===== config.mk =====
export PLATFORM = sky130hd
export DESIGN_NAME = first_fit_chunk_allocator_core
export DESIGN_NICKNAME = d
export VERILOG_FILES = /design/src/design/ffca_pkg.sv /design/src/design/ffca_ram.sv /design/src/design/first_fit_chunk_allocator_core.sv
export SDC_FILE = /design/constraint.sdc
export NUM_CORES = 2
export LEC_CHECK = 0
export ABC_CLOCK_PERIOD_IN_PS = 23900
export BUFFER_PORTS_ARGS = -buffer_cell sky130_fd_sc_hd__buf_2
export CAP_MARGIN = 20
export CORE_ASPECT_RATIO = 1.25
export CORE_UTILIZATION = 50
export DETAILED_ROUTE_END_ITERATION = 8
export GPL_ROUTABILITY_DRIVEN = 1
export GPL_TIMING_DRIVEN = 1
export PLACE_DENSITY_LB_ADDON = 0.1
export SETUP_SLACK_MARGIN = 0.2
export SYNTH_ARGS = -nofsm -noshare
export SYNTH_HDL_FRONTEND = slang
export SYNTH_SLANG_ARGS = --single-unit

===== constraint.sdc =====
create_clock -name clk -period 23.9 [get_ports clk]
set_input_delay 2.39 -clock clk [delete_from_list [all_inputs] [get_ports clk]]
set_output_delay 2.39 -clock clk [all_outputs]
set_load 0.01 [all_outputs]

===== src/design/ffca_pkg.sv =====
// shared constants and codes for the first-fit chunk allocator
// no dependencies; used by the allocator top level
`default_nettype none

package ffca_pkg;

    localparam int ADDR_W      = 48;
    localparam int SIZE_W      = 28;
    localparam int INDEX_W     = 10;
    localparam int STATUS_W    = 2;
    localparam int PADDR_W     = 4;
    localparam int PDATA_W     = 64;

    localparam int CHUNK_TOTAL_DEF = 1024;
    localparam int CHUNK_BYTES     = 128 * 1024;
    localparam int CHUNK_SHIFT     = $clog2(CHUNK_BYTES);

    localparam logic [STATUS_W-1:0] STATUS_OK      = 2'd0;
    localparam logic [STATUS_W-1:0] STATUS_NO_ROOM = 2'd1;
    localparam logic [STATUS_W-1:0] STATUS_BAD     = 2'd2;

    localparam logic CMD_ALLOC = 1'b0;
    localparam logic CMD_FREE  = 1'b1;

    // register select is paddr bit 3 (8-byte register slots)
    localparam logic REG_HEAP_BASE = 1'b0;

endpackage

`default_nettype wire


===== src/design/ffca_ram.sv =====
// generic single-port-write, single-port-read ram with registered read data
// no dependencies
`default_nettype none

module ffca_ram #(
    parameter int WIDTH = 1,
    parameter int DEPTH = 1024,
    localparam int AW = (DEPTH > 1) ? $clog2(DEPTH) : 1
) (
    input  wire logic             clk,
    input  wire logic             we,
    input  wire logic [AW-1:0]    waddr,
    input  wire logic [WIDTH-1:0] wdata,
    input  wire logic [AW-1:0]    raddr,
    output logic      [WIDTH-1:0] rdata
);

    logic [WIDTH-1:0] mem_reg [DEPTH];
    logic [WIDTH-1:0] rdata_reg;

    always_ff @(posedge clk)
    begin
        if (we)
        begin
            mem_reg[waddr] <= wdata;
        end
        rdata_reg <= mem_reg[raddr];
    end

    assign rdata = rdata_reg;

endmodule

`default_nettype wire


===== src/design/first_fit_chunk_allocator_core.sv =====
// first-fit chunk allocator: used-bit map in ram, sequencer walks it one chunk a cycle
// allocate: run scan, then mark, then a hint scan when the run began at the hint
// free: offset subtract, check, clear; one beat in flight at a time, output register after
// the ram read port and its one-chunk-per-cycle walk set the rate
// reset: after rst_n the map is cleared one chunk a cycle, input stalled
// depends on ffca_pkg and ffca_ram
`default_nettype none

module first_fit_chunk_allocator_core #(
    parameter int CHUNK_TOTAL = ffca_pkg::CHUNK_TOTAL_DEF
) (
    input  wire logic                              clk,
    input  wire logic                              rst_n,

    input  wire logic                              psel,
    input  wire logic                              penable,
    input  wire logic                              pwrite,
    input  wire logic [ffca_pkg::PADDR_W-1:0]      paddr,
    input  wire logic [ffca_pkg::PDATA_W-1:0]      pwdata,
    output logic      [ffca_pkg::PDATA_W-1:0]      prdata,
    output logic                                   pready,

    input  wire logic                              in_valid,
    output logic                                   in_stall,
    input  wire logic                              command,
    input  wire logic [ffca_pkg::SIZE_W-1:0]       byte_size,
    input  wire logic [ffca_pkg::ADDR_W-1:0]       free_address,

    output logic                                   out_valid,
    input  wire logic                              out_stall,
    output logic      [ffca_pkg::STATUS_W-1:0]     status,
    output logic      [ffca_pkg::INDEX_W-1:0]      chunk_index,
    output logic      [ffca_pkg::ADDR_W-1:0]       address
);

    localparam int ADDR_W   = ffca_pkg::ADDR_W;
    localparam int SHIFT    = ffca_pkg::CHUNK_SHIFT;
    localparam int IDX_W    = (CHUNK_TOTAL > 1) ? $clog2(CHUNK_TOTAL) : 1;
    localparam int HINT_W   = $clog2(CHUNK_TOTAL + 1);
    localparam int CHUNKS_W = ffca_pkg::SIZE_W - SHIFT;
    localparam int EXT_W    = ((HINT_W > CHUNKS_W) ? HINT_W : CHUNKS_W) + 1;
    localparam int IDXF_W   = ADDR_W - SHIFT;

    localparam logic [HINT_W-1:0] TOTAL_H = HINT_W'(CHUNK_TOTAL);
    localparam logic [IDX_W-1:0]  LAST_I  = IDX_W'(CHUNK_TOTAL - 1);

    typedef enum logic [3:0] {
        S_CLEAR,
        S_IDLE,
        S_A_START,
        S_A_SCAN,
        S_A_MARK,
        S_A_HINT,
        S_F_SUB,
        S_F_CHK,
        S_F_CLR,
        S_RESULT
    } state_t;

    state_t                          state_reg, state_next;
    logic                            cmd_reg, cmd_next;
    logic [CHUNKS_W-1:0]             chunks_reg, chunks_next;
    logic [ADDR_W-1:0]               faddr_reg, faddr_next;
    logic                            below_reg, below_next;
    logic [ADDR_W-1:0]               base_reg, base_next;
    logic [HINT_W-1:0]               hint_reg, hint_next;
    logic [HINT_W-1:0]               scan_p_reg, scan_p_next;
    logic [IDX_W-1:0]                chk_p_reg, chk_p_next;
    logic                            chk_vld_reg, chk_vld_next;
    logic [HINT_W-1:0]               run_reg, run_next;
    logic [HINT_W-1:0]               mark_p_reg, mark_p_next;
    logic [HINT_W-1:0]               mark_left_reg, mark_left_next;
    logic [ffca_pkg::STATUS_W-1:0]   res_status_reg, res_status_next;
    logic [IDX_W-1:0]                res_idx_reg, res_idx_next;
    logic                            out_valid_reg, out_valid_next;
    logic [ffca_pkg::STATUS_W-1:0]   status_reg, status_next;
    logic [ffca_pkg::INDEX_W-1:0]    chunk_index_reg, chunk_index_next;
    logic [ADDR_W-1:0]               address_reg, address_next;

    // shared adder: offset subtract on free, base plus chunk offset for the result
    logic [ADDR_W-1:0]  add_a;
    logic [ADDR_W-1:0]  add_b;
    logic               add_cin;
    logic [ADDR_W:0]    add_sum;

    logic               ram_we;
    logic [0:0]         ram_wdata;
    logic [0:0]         ram_rdata;

    logic               issue;
    logic [HINT_W-1:0]  run_new;
    logic [HINT_W-1:0]  start_pos;
    logic [HINT_W-1:0]  chunks_h;
    logic [IDXF_W-1:0]  idx_full;
    logic               cfg_wr;

    ffca_ram #(
        .WIDTH (1),
        .DEPTH (CHUNK_TOTAL)
    ) u_used_map (
        .clk   (clk),
        .we    (ram_we),
        .waddr (mark_p_reg[IDX_W-1:0]),
        .wdata (ram_wdata),
        .raddr (scan_p_reg[IDX_W-1:0]),
        .rdata (ram_rdata)
    );

    assign pready   = 1'b1;
    assign cfg_wr   = psel && penable && pwrite && (paddr[3] == ffca_pkg::REG_HEAP_BASE);
    assign prdata   = (paddr[3] == ffca_pkg::REG_HEAP_BASE) ?
                      ffca_pkg::PDATA_W'(base_reg) : '0;

    assign in_stall    = (state_reg != S_IDLE);
    assign out_valid   = out_valid_reg;
    assign status      = status_reg;
    assign chunk_index = chunk_index_reg;
    assign address     = address_reg;

    assign add_sum  = {1'b0, add_a} + {1'b0, add_b} + {{ADDR_W{1'b0}}, add_cin};
    assign issue    = (scan_p_reg != TOTAL_H);
    assign chunks_h = HINT_W'(chunks_reg);
    assign run_new  = ram_rdata[0] ? '0 : (run_reg + HINT_W'(1));
    assign start_pos = HINT_W'(chk_p_reg) + HINT_W'(1) - chunks_h;
    assign idx_full = faddr_reg[ADDR_W-1:SHIFT];

    always_comb
    begin
        if (state_reg == S_F_SUB)
        begin
            add_a   = faddr_reg;
            add_b   = ~base_reg;
            add_cin = 1'b1;
        end
        else
        begin
            add_a   = base_reg;
            add_b   = ADDR_W'(res_idx_reg) << SHIFT;
            add_cin = 1'b0;
        end
    end

    always_comb
    begin
        state_next       = state_reg;
        cmd_next         = cmd_reg;
        chunks_next      = chunks_reg;
        faddr_next       = faddr_reg;
        below_next       = below_reg;
        base_next        = base_reg;
        hint_next        = hint_reg;
        scan_p_next      = scan_p_reg;
        chk_p_next       = chk_p_reg;
        chk_vld_next     = chk_vld_reg;
        run_next         = run_reg;
        mark_p_next      = mark_p_reg;
        mark_left_next   = mark_left_reg;
        res_status_next  = res_status_reg;
        res_idx_next     = res_idx_reg;
        out_valid_next   = out_valid_reg;
        status_next      = status_reg;
        chunk_index_next = chunk_index_reg;
        address_next     = address_reg;
        ram_we           = 1'b0;
        ram_wdata        = 1'b0;

        if (cfg_wr)
        begin
            base_next = pwdata[ADDR_W-1:0];
        end

        if (out_valid_reg && !out_stall)
        begin
            out_valid_next = 1'b0;
        end

        case (state_reg)
            S_CLEAR:
            begin
                ram_we      = 1'b1;
                ram_wdata   = 1'b0;
                mark_p_next = mark_p_reg + HINT_W'(1);
                if (mark_p_reg == TOTAL_H - HINT_W'(1))
                begin
                    state_next = S_IDLE;
                end
            end

            S_IDLE:
            begin
                if (in_valid)
                begin
                    cmd_next        = command;
                    chunks_next     = byte_size[ffca_pkg::SIZE_W-1:SHIFT];
                    faddr_next      = free_address;
                    res_status_next = ffca_pkg::STATUS_BAD;
                    res_idx_next    = '0;
                    state_next      = (command == ffca_pkg::CMD_ALLOC) ? S_A_START : S_F_SUB;
                end
            end

            S_A_START:
            begin
                if (chunks_reg == '0)
                begin
                    res_status_next = ffca_pkg::STATUS_BAD;
                    state_next      = S_RESULT;
                end
                else if ((EXT_W'(chunks_reg) > EXT_W'(CHUNK_TOTAL)) || (hint_reg == TOTAL_H))
                begin
                    res_status_next = ffca_pkg::STATUS_NO_ROOM;
                    state_next      = S_RESULT;
                end
                else
                begin
                    scan_p_next  = hint_reg;
                    chk_vld_next = 1'b0;
                    run_next     = '0;
                    state_next   = S_A_SCAN;
                end
            end

            S_A_SCAN:
            begin
                chk_vld_next = issue;
                chk_p_next   = scan_p_reg[IDX_W-1:0];
                scan_p_next  = scan_p_reg + HINT_W'(issue);
                if (chk_vld_reg)
                begin
                    run_next = run_new;
                    if (run_new == chunks_h)
                    begin
                        res_status_next = ffca_pkg::STATUS_OK;
                        res_idx_next    = start_pos[IDX_W-1:0];
                        mark_p_next     = start_pos;
                        mark_left_next  = chunks_h;
                        state_next      = S_A_MARK;
                    end
                    else if (chk_p_reg == LAST_I)
                    begin
                        res_status_next = ffca_pkg::STATUS_NO_ROOM;
                        state_next      = S_RESULT;
                    end
                end
            end

            S_A_MARK:
            begin
                ram_we         = 1'b1;
                ram_wdata      = 1'b1;
                mark_p_next    = mark_p_reg + HINT_W'(1);
                mark_left_next = mark_left_reg - HINT_W'(1);
                if (mark_left_reg == HINT_W'(1))
                begin
                    if (HINT_W'(res_idx_reg) != hint_reg)
                    begin
                        state_next = S_RESULT;
                    end
                    else if (mark_p_next == TOTAL_H)
                    begin
                        hint_next  = TOTAL_H;
                        state_next = S_RESULT;
                    end
                    else
                    begin
                        // hint walks up from the end of the new run
                        scan_p_next  = mark_p_next;
                        chk_vld_next = 1'b0;
                        state_next   = S_A_HINT;
                    end
                end
            end

            S_A_HINT:
            begin
                chk_vld_next = issue;
                chk_p_next   = scan_p_reg[IDX_W-1:0];
                scan_p_next  = scan_p_reg + HINT_W'(issue);
                if (chk_vld_reg)
                begin
                    if (!ram_rdata[0])
                    begin
                        hint_next  = HINT_W'(chk_p_reg);
                        state_next = S_RESULT;
                    end
                    else if (chk_p_reg == LAST_I)
                    begin
                        hint_next  = TOTAL_H;
                        state_next = S_RESULT;
                    end
                end
            end

            S_F_SUB:
            begin
                faddr_next = add_sum[ADDR_W-1:0];
                below_next = !add_sum[ADDR_W];
                state_next = S_F_CHK;
            end

            S_F_CHK:
            begin
                if (below_reg)
                begin
                    res_status_next = ffca_pkg::STATUS_BAD;
                    state_next      = S_RESULT;
                end
                else if (idx_full >= IDXF_W'(CHUNK_TOTAL))
                begin
                    res_status_next = ffca_pkg::STATUS_BAD;
                    state_next      = S_RESULT;
                end
                else if ((EXT_W'(idx_full[IDX_W-1:0]) + EXT_W'(chunks_reg)) >
                         EXT_W'(CHUNK_TOTAL))
                begin
                    res_status_next = ffca_pkg::STATUS_BAD;
                    state_next      = S_RESULT;
                end
                else
                begin
                    res_status_next = ffca_pkg::STATUS_OK;
                    res_idx_next    = idx_full[IDX_W-1:0];
                    if (chunks_reg == '0)
                    begin
                        state_next = S_RESULT;
                    end
                    else
                    begin
                        mark_p_next    = HINT_W'(idx_full[IDX_W-1:0]);
                        mark_left_next = chunks_h;
                        if (HINT_W'(idx_full[IDX_W-1:0]) < hint_reg)
                        begin
                            hint_next = HINT_W'(idx_full[IDX_W-1:0]);
                        end
                        state_next = S_F_CLR;
                    end
                end
            end

            S_F_CLR:
            begin
                ram_we         = 1'b1;
                ram_wdata      = 1'b0;
                mark_p_next    = mark_p_reg + HINT_W'(1);
                mark_left_next = mark_left_reg - HINT_W'(1);
                if (mark_left_reg == HINT_W'(1))
                begin
                    state_next = S_RESULT;
                end
            end

            S_RESULT:
            begin
                if (!out_valid_reg || !out_stall)
                begin
                    out_valid_next = 1'b1;
                    status_next    = res_status_reg;
                    if (res_status_reg == ffca_pkg::STATUS_OK)
                    begin
                        chunk_index_next = ffca_pkg::INDEX_W'(res_idx_reg);
                        address_next     = add_sum[ADDR_W-1:0];
                    end
                    else
                    begin
                        chunk_index_next = '0;
                        address_next     = '0;
                    end
                    state_next = S_IDLE;
                end
            end

            default:
            begin
                state_next = S_IDLE;
            end
        endcase
    end

    always_ff @(posedge clk or negedge rst_n)
    begin
        if (!rst_n)
        begin
            state_reg       <= S_CLEAR;
            cmd_reg         <= ffca_pkg::CMD_ALLOC;
            chunks_reg      <= '0;
            faddr_reg       <= '0;
            below_reg       <= 1'b0;
            base_reg        <= '0;
            hint_reg        <= '0;
            scan_p_reg      <= '0;
            chk_p_reg       <= '0;
            chk_vld_reg     <= 1'b0;
            run_reg         <= '0;
            mark_p_reg      <= '0;
            mark_left_reg   <= '0;
            res_status_reg  <= ffca_pkg::STATUS_OK;
            res_idx_reg     <= '0;
            out_valid_reg   <= 1'b0;
            status_reg      <= ffca_pkg::STATUS_OK;
            chunk_index_reg <= '0;
            address_reg     <= '0;
        end
        else
        begin
            state_reg       <= state_next;
            cmd_reg         <= cmd_next;
            chunks_reg      <= chunks_next;
            faddr_reg       <= faddr_next;
            below_reg       <= below_next;
            base_reg        <= base_next;
            hint_reg        <= hint_next;
            scan_p_reg      <= scan_p_next;
            chk_p_reg       <= chk_p_next;
            chk_vld_reg     <= chk_vld_next;
            run_reg         <= run_next;
            mark_p_reg      <= mark_p_next;
            mark_left_reg   <= mark_left_next;
            res_status_reg  <= res_status_next;
            res_idx_reg     <= res_idx_next;
            out_valid_reg   <= out_valid_next;
            status_reg      <= status_next;
            chunk_index_reg <= chunk_index_next;
            address_reg     <= address_next;
        end
    end

endmodule

`default_nettype wire


# Yosys cells after proc, flatten, opt, wreduce, memory -nomap -nowiden

Memory sizes are Yosys's and may differ from the RTL's. A register that Yosys moved wholly into a read port is not among the register bits.
Index checks and enable logic that the tools add are counted.

Register bits: 251
Latch bits: 0
RAM bits: 1024
ROM bits: 0
Input bits: 152
Output and inout port bits: 127
Word-level logic and storage cells: 202
Memories kept: 1

$add $sub $neg: 9
Multipliers: 0
Divide/modulo/power cells: 0
Magnitude comparators: 4
Equal/unequal tests: 39
Shifts and indexed selects: 0
Mux-type cells: 95
Bitwise gates (word level): 2
Reductions and logical operators: 34

Memory list:

| memory             | depth | bits a word | read ports | clocked after memory_dff | write ports | RTL line       | source |
|---|---|---|---|---|---|---|---|
| u_used_map.mem_reg | 1024  | 1           | 1          | 1                        | 1           | ffca_ram.sv:18 | `logic [WIDTH-1:0] mem_reg [DEPTH];` |

Operator list:

| cell                  | count |
|---|---|
| $mux 11               | 32 |
| $mux 48               | 5 |
| $pmux 11 s3           | 4 |
| $pmux 48 s2           | 1 |
| $mux 10               | 7 |
| $mux 4                | 14 |
| $add 48x48->49        | 1 |
| $add 49x1->49         | 1 |
| $not 48->48           | 1 |
| $pmux 4 s10           | 1 |
| $ne 2x2->1 const B    | 18 |
| $ge 31x11->1 const B  | 1 |
| $pmux 10 s3           | 1 |
| $reduce_and 7->1      | 4 |
| $add 11x1->11 const B | 2 |
| $eq 11x11->1 const B  | 2 |
| $pmux 11 s2           | 1 |
| $mux 2                | 9 |
| $mux 1                | 17 |
| $eq 4x3->1 const B    | 4 |
| $reduce_bool 3->1     | 5 |
| $add 10x11->12        | 1 |
| $gt 12x11->1 const B  | 1 |
| $add 10x1->11 const B | 1 |
| 35 further kinds      | 49 |

# Depth between registers and ports, before layout

Depth in word-level cells: 7
Depth in mapped cells: 21
Gate-level depth less buffers: 18

# Hierarchy

A second synthesis with hierarchy kept.

Cell total of the unflattened synthesis: 5121
Area, all modules: 61905.6 um^2

By module, submodules not included:

| module                         | times used | cells each | area each (um^2) | seq. area each (um^2) |
|---|---|---|---|---|
| ffca_ram                       | 1          | 3112       | 44656.6          | 30769.5 |
| first_fit_chunk_allocator_core | 1          | 2009       | 17249.0          | 6281.0 |

# Worst setup path after synthesis

OpenSTA, ideal clock, no wires.

Kind: reg-to-reg
Start: register state_reg[2]
End: memory u_used_map.mem_reg[0], data pin
Library setup time: 2.495 ns
Arrival: 12.253 ns
Data required time: 21.405 ns
Setup slack: 9.152 ns
Stages on the path, launching flop included: 7
Path buffers: 2
Clock period less this slack: 14.748 ns
Cells stage by stage: dfrtp_1 clkbuf_1 clkinv_1 nor2_1 nand2_1 clkbuf_1 inv_1

Cells in the longest elaborated chain, start to end: 2

Ends and longest elaborated chain:

| what                     | RTL line                              | source |
|---|---|---|
| start: declaration       | first_fit_chunk_allocator_core.sv:60  | `state_t state_reg, state_next;` |
| start signal: assignment | first_fit_chunk_allocator_core.sv:405 | `state_reg <= state_next;` |
| $eq 4x3->1               | first_fit_chunk_allocator_core.sv:177 | `case (state_reg)` |
| $mux 1                   | first_fit_chunk_allocator_core.sv:177 |  |
| via ram_wdata            | first_fit_chunk_allocator_core.sv:87  | `logic [0:0] ram_wdata;` |
| end: declaration         | ffca_ram.sv:18                        |  |

The timed path passes the listed nets, and every way through them passes these cells.

# Final worst setup path

Start: register state_reg[3]
End: register below_reg

Cells in the longest elaborated chain, start to end: 5
Elaborated cells between the ends (all ways): 7
Classes of those cells: 2 x add/sub; 1 x eq/ne; 3 x mux; 1 x reduce/logical

Ends and longest elaborated chain:

| what                   | RTL line                                                                     | source |
|---|---|---|
| $eq 4x3->1 (*)         | first_fit_chunk_allocator_core.sv:129, first_fit_chunk_allocator_core.sv:177 |  |
| $mux 48                | first_fit_chunk_allocator_core.sv:129                                        | `if (state_reg == S_F_SUB)` |
| $add 48x48->49         | first_fit_chunk_allocator_core.sv:120                                        | `assign add_sum = {1'b0, add_a} + {1'b0, add_b} + {{ADDR_W{1'b0}}, add_cin};` |
| $add 49x1->49          | first_fit_chunk_allocator_core.sv:120                                        |  |
| $logic_not 1->1        | first_fit_chunk_allocator_core.sv:297                                        | `below_next = !add_sum[ADDR_W];` |
| end signal: assignment | first_fit_chunk_allocator_core.sv:409                                        | `below_reg <= below_next;` |
| end: declaration       | first_fit_chunk_allocator_core.sv:64                                         | `logic below_reg, below_next;` |

Mark *: on every way between the ends. The rest lies on a longest branch, timed or not.
A chain may end at the register's enable or synchronous reset.

==> results.sh <==
export IMPL_status="finished with violations"
export IMPL_violations="design-rule violations"
export IMPL_final_cell_mix="1163 x nor2_1, 1024 x edfxtp_1, 400 x nand2_1"
export IMPL_avgViaCountPerCell=6.06
export IMPL_p_total_mw=4.67
export IMPL_maxSlewHeadroom=0.130
export IMPL_grt_usage=0.289
export IMPL_tns_ns=0
export IMPL_utilization=0.564
export IMPL_yosysTopAreaCellShare=0.502
export IMPL_portBuffers=225
export IMPL_reg2reg_from="state_reg[3]"
export IMPL_syn_area_per_cell_sq_um=12.2
export IMPL_die_w_microns=315
export IMPL_grt_antenna_before_repair=8
export IMPL_slew_viol_final=0
export IMPL_power_leakage_nw=21.1
export IMPL_hold_class="flop to flop"
export IMPL_fmax_mhz=167
export IMPL_cts_resized=0
export IMPL_first_global_vias=41600
export IMPL_clk_pin_slew_ns=0.06
export IMPL_clock_latency_ns=0.77
export IMPL_fin_skew_ns=0.0272
export IMPL_synth_edf_count=1024
export IMPL_largest_register_ffs=1024
export IMPL_r2r_setup_slack_ns=17.90
export IMPL_cp_endpoint="below_reg"
export IMPL_cts_tree="done"
export IMPL_grt_max_degree=270
export IMPL_crit_start="state_reg[3]"
export IMPL_cp_max_fo=64
export IMPL_crit_type="flop to flop"
export IMPL_crit_path_start_kind="flop"
export IMPL_gp_congestion=0.910
export IMPL_die_h_microns=393
export IMPL_fillCellCount=10200
export IMPL_power_density_nw_per_um2=68.2
export IMPL_reg2regPathDepth=17
export IMPL_syn_inst=5041
export IMPL_htreeDepth=4
export IMPL_setup_violations=0
export IMPL_first_iter_violations=4248
export IMPL_cts_root_buf="clkbuf_16"
export IMPL_fp_row_count=143
export IMPL_hpwlAfterDp_microns=105000
export IMPL_wirelength_microns=178000
export IMPL_hold_viol_final=0
export IMPL_numCtsBuffers=135
export IMPL_final_common_cell="nor2_1"
export IMPL_final_nets=5354
export IMPL_ys_flop_type="edfxtp_1"
export IMPL_ff_latch_area_sq_um=37100
export IMPL_remaining_drc_errors=2
export IMPL_first_pass_iters=8
export IMPL_final_layout_size_suffix_gt1_frac=0.173
export IMPL_multiInputGateArea_sq_um=22400
export IMPL_rsz0062_at_grt="no"
export IMPL_syn2layout_area_growth_pct=11.8
export IMPL_timing_rr_end="below_reg"
export IMPL_cp_arrival_ns=6.65
export IMPL_synth_area_sq_um=61300
export IMPL_wl_per_cell_microns=26.2
export IMPL_antenna_left=0
export IMPL_hold_buffers=0
export IMPL_ys_seq_elements=1276
export IMPL_post_route_min_period_ns=6.00
export IMPL_end_kind="flop"
export IMPL_start_util=0.504
export IMPL_synth_area_leaders="edfxtp_1 50%, dfrtp_1 10%, mux4_2 7.5%, nor2_1 7.1%, mux2i_1 2.8%"
export IMPL_num_vias=41300
export IMPL_clockBufferDepth=3
export IMPL_post_cts_setup_buffers=0
export IMPL_worst_pin_slew_ns=1.30
export IMPL_die_area_sq_um=124000
export IMPL_grt_pass1_wl_microns=264000
export IMPL_vdd_drop_max_mv=0.0747
export IMPL_fp_coreArea_sq_um=121000
export IMPL_grt_overflow_total=0
export IMPL_seq_area_frac_synth=0.605
export IMPL_async_reset_ff_frac=0.197
export IMPL_drv_cap=0
export IMPL_yosysTopAreaCell="edfxtp_1"
export IMPL_critPathRequiredTime_ns=24.56
export IMPL_cts_sinks=1276
export IMPL_num_io_pins=279
export IMPL_ys_types=91
export IMPL_fin_crit_sh=0.251
export IMPL_yosysWarnings=0
==> worst min path at each step <==
stage,from,to,slack (ns),depth (start not counted)
6_report,address[1],address[1],0.48,2
5_1_grt,address[21],address[21],0.51,1
4_1_cts,address[23],address[23],0.49,2
3_5_place_dp,address[38],address[38],0.47,2
2_1_floorplan,run_reg[9],run_reg[9],0.48,1
3_3_place_gp,address[38],address[38],0.46,2
==> layout make-up <==
type | count | area share
antenna | 4 | 0.000146
timing repair buffer | 343 | 0.0357
inverter | 69 | 0.00393
tap | 1595 | 0.0291
clock inverter | 60 | 0.00760
sequential | 1276 | 0.541
multi-input combinational | 3277 | 0.327
clock buffer | 184 | 0.0555
==> layer usage <==
layer,vias up,GRT usage,part of all wire
met5,-,0,0.00024
met4,8,0.123,0.042
met3,346,0.0501,0.070
met2,1571,0.499,0.51
met1,21000,0.353,0.38
li1,18400,-,-
==> metrics by stage <==
step	hold slack [ns]	worst slack (ns)	area [sq um]	cells
floorplan	0.484	9.15	61300	5056
global placement	0.458	17.97	63600	6538
detailed placement	0.471	17.95	63600	6538
CTS	0.486	17.95	67900	6782
global route	0.513	17.49	68500	6805
finish	0.483	17.90	68500	6808
==> Yosys cell counts (all sizes together) (64+ instances only) <==
cell and n:
a22oi 64, nor2b 79, dfrtp 251, ha 96, xnor2 66, mux2i 174, nand3 77, nand2 405
mux4 203, a21oi 122, inv 67, a22o 65, o21ai 155, nor2 1165, buf 130, mux2 88
edfxtp 1024, clkbuf 304
==> worst max-delay path, stage by stage, from the launching register on <==
cell	delay [ns]
dfrtp_1	0.55
nand2b_1	0.38
or2_4	0.45
inv_4	0.51
buf_4	0.65
nand2_1	0.11
nand2_1	0.08
ha_1	0.26
nand2_1	0.11
nor3_1	0.19
nor3_1	0.11
or3_1	0.35
o21ai_0	0.51
o2bb2ai_1	0.41
nand3_1	0.15
a21oi_1	0.50
a21oi_1	0.16
a221o_1	0.31
==> power breakdown <==
part | switching, mW | internal, mW | total (mW)
Sequential | 0.0233 | 2.39 | 2.41
Clock | 0.881 | 1.19 | 2.07
Combinational | 0.109 | 0.0794 | 0.189
Total | 1.01 | 3.66 | 4.67
==> kinds of logic after synthesis <==
family,Yosys count,synth area share
other,2,0.000123
multiplexers,465,0.120
buffers and inverters,503,0.0332
flip-flops,1276,0.605
AO/OA/AOI/OAI,692,0.0773
XOR/XNOR,93,0.0136
adder cells (fa/ha/maj),101,0.0211
AND/OR/NAND/NOR,1909,0.130
(Power assumes the default switching activity.)
